File: config.mk
export PLATFORM = sky130hd
export DESIGN_NAME = integer_to_radix_digits
export DESIGN_NICKNAME = d
export VERILOG_FILES = /design/src/hw/rtl/ird_pkg.sv /design/src/hw/rtl/ird_divider.sv /design/src/hw/rtl/integer_to_radix_digits.sv
export SDC_FILE = /design/constraint.sdc
export NUM_CORES = 1
export LEC_CHECK = 0
export BUFFER_PORTS_ARGS = -buffer_cell sky130_fd_sc_hd__buf_2
export CORE_UTILIZATION = 55
export CTS_BUF_LIST = sky130_fd_sc_hd__clkbuf_4
export CTS_CLUSTER_DIAMETER = 40
export CTS_CLUSTER_SIZE = 12
export DETAILED_ROUTE_END_ITERATION = 16
export PLACE_DENSITY = 0.83
export SYNTH_ARGS = -nofsm -noshare
export SYNTH_HDL_FRONTEND = slang
export SYNTH_HIERARCHICAL = 1
export SYNTH_SLANG_ARGS = --single-unit
File: constraint.sdc
create_clock -name clk -period 11.74 [get_ports clk]
set_input_delay 1.174 -clock clk [delete_from_list [all_inputs] [get_ports clk]]
set_output_delay 1.174 -clock clk [all_outputs]
set_load 0.05 [all_outputs]
File: src/hw/rtl/ird_pkg.sv
`timescale 1ns / 1ps
// ----------------------------------------------------------------------------
// ird_pkg: shared types and constants for the radix digit converter
// Word layouts, digit store sizing and the digit-to-ASCII mapping.
// ----------------------------------------------------------------------------
package ird_pkg;

	// sizing
	localparam int VALUE_WIDTH = 64;   // bits of the operand that are converted
	localparam int MAX_DIGITS  = 64;   // digits kept per conversion
	localparam int IDX_W       = $clog2(MAX_DIGITS);
	localparam int STEP_W      = $clog2(VALUE_WIDTH);

	// field widths
	localparam int OPERAND_W = 64;
	localparam int BASE_W    = 6;
	localparam int REM_W     = 6;
	localparam int CHAR_W    = 7;

	// radix limits
	localparam logic [BASE_W-1:0] BASE_MIN = BASE_W'(2);
	localparam logic [BASE_W-1:0] BASE_MAX = BASE_W'(36);

	// character constants
	localparam logic [CHAR_W-1:0] CHAR_ZERO      = CHAR_W'(48);
	localparam logic [CHAR_W-1:0] CHAR_LETTER_A  = CHAR_W'(65);
	localparam logic [REM_W-1:0]  DECIMAL_DIGITS = REM_W'(10);

	// input word
	typedef struct packed {
		logic signed [OPERAND_W-1:0] value;
		logic        [BASE_W-1:0]    base;
	} in_word_t;

	// result word, one per digit
	typedef struct packed {
		logic [CHAR_W-1:0] digit_char;
		logic              negative;
		logic              last;
	} out_word_t;

	// digit value to '0'-'9', 'A'-'Z'
	function automatic logic [CHAR_W-1:0] digit_to_ascii(input logic [REM_W-1:0] d);
		logic [CHAR_W-1:0] c;
		if (d < DECIMAL_DIGITS) begin
			c = CHAR_ZERO + CHAR_W'(d);
		end else begin
			c = CHAR_LETTER_A + CHAR_W'(d - DECIMAL_DIGITS);
		end
		return c;
	endfunction

endpackage

File: src/hw/rtl/ird_divider.sv
`timescale 1ns / 1ps
// ----------------------------------------------------------------------------
// ird_divider: radix-2 restoring divider
// Divides a VALUE_WIDTH-bit dividend by a small radix, one quotient bit per
// cycle. Quotient and remainder are valid in the cycle that done is high.
// ----------------------------------------------------------------------------
module ird_divider (
	input  logic                                  clk,
	input  logic                                  arst_n,
	input  logic                                  start,
	input  logic [ird_pkg::VALUE_WIDTH-1:0]       dividend,
	input  logic [ird_pkg::BASE_W-1:0]            divisor,
	output logic                                  done,
	output logic [ird_pkg::VALUE_WIDTH-1:0]       quotient,
	output logic [ird_pkg::REM_W-1:0]             remainder
);

	logic                                run_q;
	logic                                done_q;
	logic [ird_pkg::STEP_W-1:0]          step_q;
	logic [ird_pkg::VALUE_WIDTH-1:0]     quo_q;
	logic [ird_pkg::REM_W-1:0]           rem_q;
	logic [ird_pkg::BASE_W-1:0]          div_q;

	logic [ird_pkg::REM_W:0]             trial;
	logic [ird_pkg::REM_W:0]             diff;
	logic                                ge;

	// shift in the next dividend bit and try the subtract
	always_comb begin
		trial = {rem_q, quo_q[ird_pkg::VALUE_WIDTH-1]};
		ge    = trial >= {1'b0, div_q};
		diff  = trial - {1'b0, div_q};
	end

	// control
	always_ff @(posedge clk or negedge arst_n) begin
		if (!arst_n) begin
			run_q  <= 1'b0;
			done_q <= 1'b0;
			step_q <= '0;
		end else begin
			done_q <= 1'b0;
			if (start) begin
				run_q  <= 1'b1;
				step_q <= '0;
			end else if (run_q) begin
				step_q <= step_q + 1'b1;
				if (step_q == ird_pkg::STEP_W'(ird_pkg::VALUE_WIDTH - 1)) begin
					run_q  <= 1'b0;
					done_q <= 1'b1;
				end
			end
		end
	end

	// datapath: remainder stays below the divisor, so it fits REM_W bits
	always_ff @(posedge clk) begin
		if (start) begin
			quo_q <= dividend;
			rem_q <= '0;
			div_q <= divisor;
		end else if (run_q) begin
			quo_q <= {quo_q[ird_pkg::VALUE_WIDTH-2:0], ge};
			rem_q <= ge ? diff[ird_pkg::REM_W-1:0] : trial[ird_pkg::REM_W-1:0];
		end
	end

	assign done      = done_q;
	assign quotient  = quo_q;
	assign remainder = rem_q;

endmodule

File: src/hw/rtl/integer_to_radix_digits.sv
`timescale 1ns / 1ps
// Each digit is computed on the shared radix-2 divider, then read back from the
//   digit store in ST_READ and emitted in ST_EMIT.
// busy stays high for a whole item, from acceptance until its final digit leaves.
// Digits leave one per strobe, most significant first; the receiver cannot stall.
// Reset clears the sequencer and divider control; the digit store is not cleared.
// ----------------------------------------------------------------------------
// integer_to_radix_digits: signed integer to radix 2..36 ASCII digits
// Forms the unsigned magnitude, divides repeatedly by the radix, stores the
// remainders and plays them back most significant first.
// ----------------------------------------------------------------------------
module integer_to_radix_digits (
	input  logic                 clk,
	input  logic                 arst_n,
	input  logic                 start,
	output logic                 busy,
	input  ird_pkg::in_word_t    req,
	output logic                 digit_valid,
	output ird_pkg::out_word_t   digit
);

	localparam logic [1:0] ST_IDLE = 2'd0;
	localparam logic [1:0] ST_DIV  = 2'd1;
	localparam logic [1:0] ST_READ = 2'd2;
	localparam logic [1:0] ST_EMIT = 2'd3;

	logic [1:0]                          state_q;
	logic [ird_pkg::IDX_W-1:0]           cnt_q;
	logic                                sign_q;
	logic [ird_pkg::BASE_W-1:0]          base_q;
	logic [ird_pkg::REM_W-1:0]           rd_q;
	logic [ird_pkg::REM_W-1:0]           store_mem [ird_pkg::MAX_DIGITS];

	logic                                accept;
	logic [ird_pkg::VALUE_WIDTH-1:0]     v;
	logic                                v_sign;
	logic [ird_pkg::VALUE_WIDTH-1:0]     mag;
	logic [ird_pkg::BASE_W-1:0]          base_sat;
	logic                                more;

	logic                                div_start;
	logic [ird_pkg::VALUE_WIDTH-1:0]     div_dividend;
	logic [ird_pkg::BASE_W-1:0]          div_divisor;
	logic                                div_done;
	logic [ird_pkg::VALUE_WIDTH-1:0]     div_quo;
	logic [ird_pkg::REM_W-1:0]           div_rem;

	assign accept = start && (state_q == ST_IDLE);
	assign busy   = state_q != ST_IDLE;

	// magnitude as unsigned, radix saturated into range
	always_comb begin
		v      = req.value[ird_pkg::VALUE_WIDTH-1:0];
		v_sign = v[ird_pkg::VALUE_WIDTH-1];
		mag    = v_sign ? (~v + 1'b1) : v;
		if (req.base < ird_pkg::BASE_MIN) begin
			base_sat = ird_pkg::BASE_MIN;
		end else if (req.base > ird_pkg::BASE_MAX) begin
			base_sat = ird_pkg::BASE_MAX;
		end else begin
			base_sat = req.base;
		end
	end

	// another digit while the quotient is nonzero and the store has room
	assign more = (div_quo != '0) &&
		(cnt_q != ird_pkg::IDX_W'(ird_pkg::MAX_DIGITS - 1));

	// divider launch: first digit from the magnitude, later ones from the quotient
	always_comb begin
		div_start    = 1'b0;
		div_dividend = div_quo;
		div_divisor  = base_q;
		if (accept) begin
			div_start    = 1'b1;
			div_dividend = mag;
			div_divisor  = base_sat;
		end else if ((state_q == ST_DIV) && div_done && more) begin
			div_start = 1'b1;
		end
	end

	ird_divider u_div (
		.clk       (clk),
		.arst_n    (arst_n),
		.start     (div_start),
		.dividend  (div_dividend),
		.divisor   (div_divisor),
		.done      (div_done),
		.quotient  (div_quo),
		.remainder (div_rem)
	);

	// sequencer
	always_ff @(posedge clk or negedge arst_n) begin
		if (!arst_n) begin
			state_q <= ST_IDLE;
			cnt_q   <= '0;
			sign_q  <= 1'b0;
			base_q  <= ird_pkg::BASE_MIN;
		end else begin
			unique case (state_q)
				ST_IDLE: begin
					if (accept) begin
						state_q <= ST_DIV;
						cnt_q   <= '0;
						sign_q  <= v_sign;
						base_q  <= base_sat;
					end
				end
				ST_DIV: begin
					if (div_done) begin
						if (more) begin
							cnt_q <= cnt_q + 1'b1;
						end else begin
							state_q <= ST_READ;
						end
					end
				end
				ST_READ: begin
					state_q <= ST_EMIT;
				end
				ST_EMIT: begin
					if (cnt_q == '0) begin
						state_q <= ST_IDLE;
					end else begin
						cnt_q   <= cnt_q - 1'b1;
						state_q <= ST_READ;
					end
				end
				default: begin
					state_q <= ST_IDLE;
				end
			endcase
		end
	end

	// digit store, least significant digit at index zero
	always_ff @(posedge clk) begin
		if ((state_q == ST_DIV) && div_done) begin
			store_mem[cnt_q] <= div_rem;
		end
	end

	always_ff @(posedge clk) begin
		if (state_q == ST_READ) begin
			rd_q <= store_mem[cnt_q];
		end
	end

	// result word
	assign digit_valid      = state_q == ST_EMIT;
	assign digit.digit_char = ird_pkg::digit_to_ascii(rd_q);
	assign digit.negative   = sign_q;
	assign digit.last       = cnt_q == '0;

	// checks
	a_strobe_busy: assert property (@(posedge clk) disable iff (!arst_n)
		digit_valid |-> busy)
		else $error("digit strobe outside a conversion");

	a_last_ends: assert property (@(posedge clk) disable iff (!arst_n)
		digit_valid && digit.last |=> !busy)
		else $error("block still busy after the final digit");

	a_div_done_state: assert property (@(posedge clk) disable iff (!arst_n)
		div_done |-> state_q == ST_DIV)
		else $error("divider finished outside the divide phase");

	a_accept_busy: assert property (@(posedge clk) disable iff (!arst_n)
		start && !busy |=> busy && !digit_valid)
		else $error("accepted word did not start a conversion");

endmodule
==> out/metrics.yaml <==
outcome:
  status: "complete, no violations"
drt:
  drt_iter0_markers: 1619
  dr_total_vias: 14100
  via_per_inst: 6.35
  met3_length_um: 4760
  met1Wirelength_um: 19300
  routed_wl_um: 50500
  drtPass1Iterations: 6
  antenna_left: 0
  wl_per_cell_um: 22.7
  met2_length_um: 24300
  routed.top_layer: "met5"
  drc: 0
sta:
  setup_tns_ns: 0
  finalCritPeriodShare_pct: 38.7
  clock_skew_ns: 0.0766
  fin_ws_ns: 7.19
  setup_viol_count_final: 0
  max_freq_mhz: 220
  slew_headroom_pct: 23.1
  worstMarginPinSlew_ns: 1.15
  finalHoldViolations: 0
  holdWs_ns: 0.366
  rsz0062_at_grt: "false"
  drv_slew: 0
  min_period_ns: 4.55
global_routing:
  grt_pass1_vias: 13800
  antenna_found_initial: 2
  grt_pass1_wl_um: 78300
  track_usage_pct: 24.7
  overflow: 0
  grt_max_degree: 138
die:
  initial_core_util_pct: 56.0
  ioPinCount: 84
  die_x_um: 204
  core_area_um2: 39900
  fp-row-count: 73
  dieHeight_um: 204
  die_area_um2: 41500
synthesis:
  ys_seq_area_share_pct: 64.9
  syn_inst: 1606
  yosysMostFrequentCell: "edfxtp_1"
  yosys-top-cells-area: "edfxtp_1 62%, mux4_2 4.2%, mux2_2 4.1%"
  synth_edf_count: 460
  synth-main-ff-cell: "edfxtp_1"
  yosysWarnings: 6
  yosysTopAreaCell: "edfxtp_1"
  synth_area_um2: 22400
  syn_area_per_cell_um2: 13.9
  synth_commonest_cells: "460 x edfxtp_1, 137 x nand2_1, 130 x nor2_1, 112 x o21ai_0, 81 x mux2_2"
  ys_ff_latch: 489
  synth_top_area_share_pct: 61.8
  ys_types: 75
  async_reset_ff_share_pct: 4.70
  syn_nets: 1697
clock_tree:
  clk_latency_ns: 0.79
  cts-root-buf: "clkbuf_4"
  cts_resized: 0
  cts_setup_buffers: 0
  clock_sinks: 489
  tritoncts: "built"
  clk_pin_slew_ns: 0.14
  cts_hold_buf: 0
  cts_buffer_depth: 3
  cts_max_level: 2
  numCtsBuffers: 51
cells_and_area:
  fill_cells: 2956
  fin_nets: 1756
  regArea_um2: 14500
  fin_util_pct: 59.8
  drive_gt1_share_pct: 19.8
  multi_input_area_um2: 7350
  layout.cells.non_filler: 2222
  syn2layout_area_growth_pct: 6.75
critical_path:
  arrival_ns: 3.37
  worst_setup_path_end_kind: "primary output"
  critical_path_class: "reg -> out"
  cp-start-kind: "register"
  worstPathRequired_ns: 10.57
  critPathMaxFanout: 49
  rr_worst_depth: 8
power_and_ir_drop:
  p_leak_uw: 0.00801
  ir_drop_uv: 166
  p_per_area_nw_per_um2: 196
placement:
  io_buffers: 83
  hpwlAfterDp_um: 32700
  dp.cells: 2137
  place.gp.congestion: 0.901
  pre_cts_slack_ns: 7.22
min_path:
  hp-class: "in -> async"
run:
  cap_violations: 0
flip-flops by register name, indices dropped and copies added, names as in the netlist:
| signal | cells |
|---|---|
| base_q | 6 |
| cnt_q | 6 |
| rd_q | 6 |
| sign_q | 1 |
| state_q | 2 |
| store_mem | 384 |
| u_div/div_q | 6 |
| u_div/done | 1 |
| u_div/quotient | 64 |
| u_div/remainder | 6 |
| u_div/run_q | 1 |
| u_div/step_q | 6 |
kinds of logic after synthesis:
group           count (synthesis)  synth area share [%]
compound gates                322                  9.48
fa+ha+maj                      19                  1.12
simple gates                  403                  8.61
flops                         489                  64.9
buf+inv                       123                  2.31
mux                           175                  10.7
xor+xnor                       75                  2.94
stage by stage:
| step | total power [uW] | instance area [um2] |
|---|---|---|
| 3_5_place_dp | 3830 | 23200 |
| 3_3_place_gp | 3760 | 23200 |
| 2_1_floorplan | 3380 | 22400 |
| 5_1_grt | 4890 | 23900 |
| 6_report | 4680 | 23900 |
| 4_1_cts | 4680 | 23900 |
path summary, 6_finish.rpt:
kind | end | from | slack [ns]
max reg2reg | u_div/quotient[49]$_DFFE_PP_ | cnt_q[1]$_DFFE_PN0P_ | 7.47
min reg2reg | base_q[5]$_DFFE_PN0N_ | base_q[5]$_DFFE_PN0N_ | 0.50
max | digit[0] | cnt_q[2]$_DFFE_PN0P_ | 7.19
min | cnt_q[4]$_DFFE_PN0P_ | arst_n | 0.37
min in group clk | base_q[5]$_DFFE_PN0N_ | base_q[5]$_DFFE_PN0N_ | 0.50
max in group asynchronous | cnt_q[2]$_DFFE_PN0P_ | arst_n | 10.91
metal layers:
layer	track usage, %	up-vias
met3	4.25	150
met5	0	-
met1	32.6	6812
li1	-	6355
met2	40.3	782
met4	11.0	2
worst max-delay path, stage by stage, from the launching register on:
cell	delay (ns)
dfrtp_4	0.72
buf_4	0.50
buf_4	0.63
nor3_1	0.19
and2_1	0.28
buf_2	0.25
placed cells by master, fill, tap and decap left out, types with 19 or more instances in the layout:
master    count
a21oi_1      45
a221oi_1     22
a22oi_1      23
buf_2        83
buf_4        21
clkbuf_4     72
dfrtp_1      19
edfxtp_1    460
inv_1        24
mux2_2       81
mux2i_1      51
mux4_2       42
nand2_1     136
nor2_1      130
nor4_1       21
o21ai_0     112
o31ai_1      23
or3_1        21
xor2_1       65
area by class of cell:
class	instances	share of cell area, %
diodes	1	0.0105
clock buffers	72	2.26
clock inverters	12	0.529
inverters	25	0.393
multi-input cells	994	30.8
flip-flops and latches	489	60.9
well taps	525	2.75
repair buffers	104	2.40
where the power goes:
part / internal (uW) / total, uW / switching, uW
Clock: 332 / 875 / 543
Combinational: 504 / 1330 / 823
Sequential: 2330 / 2480 / 156
(Power assumes the default switching activity.)
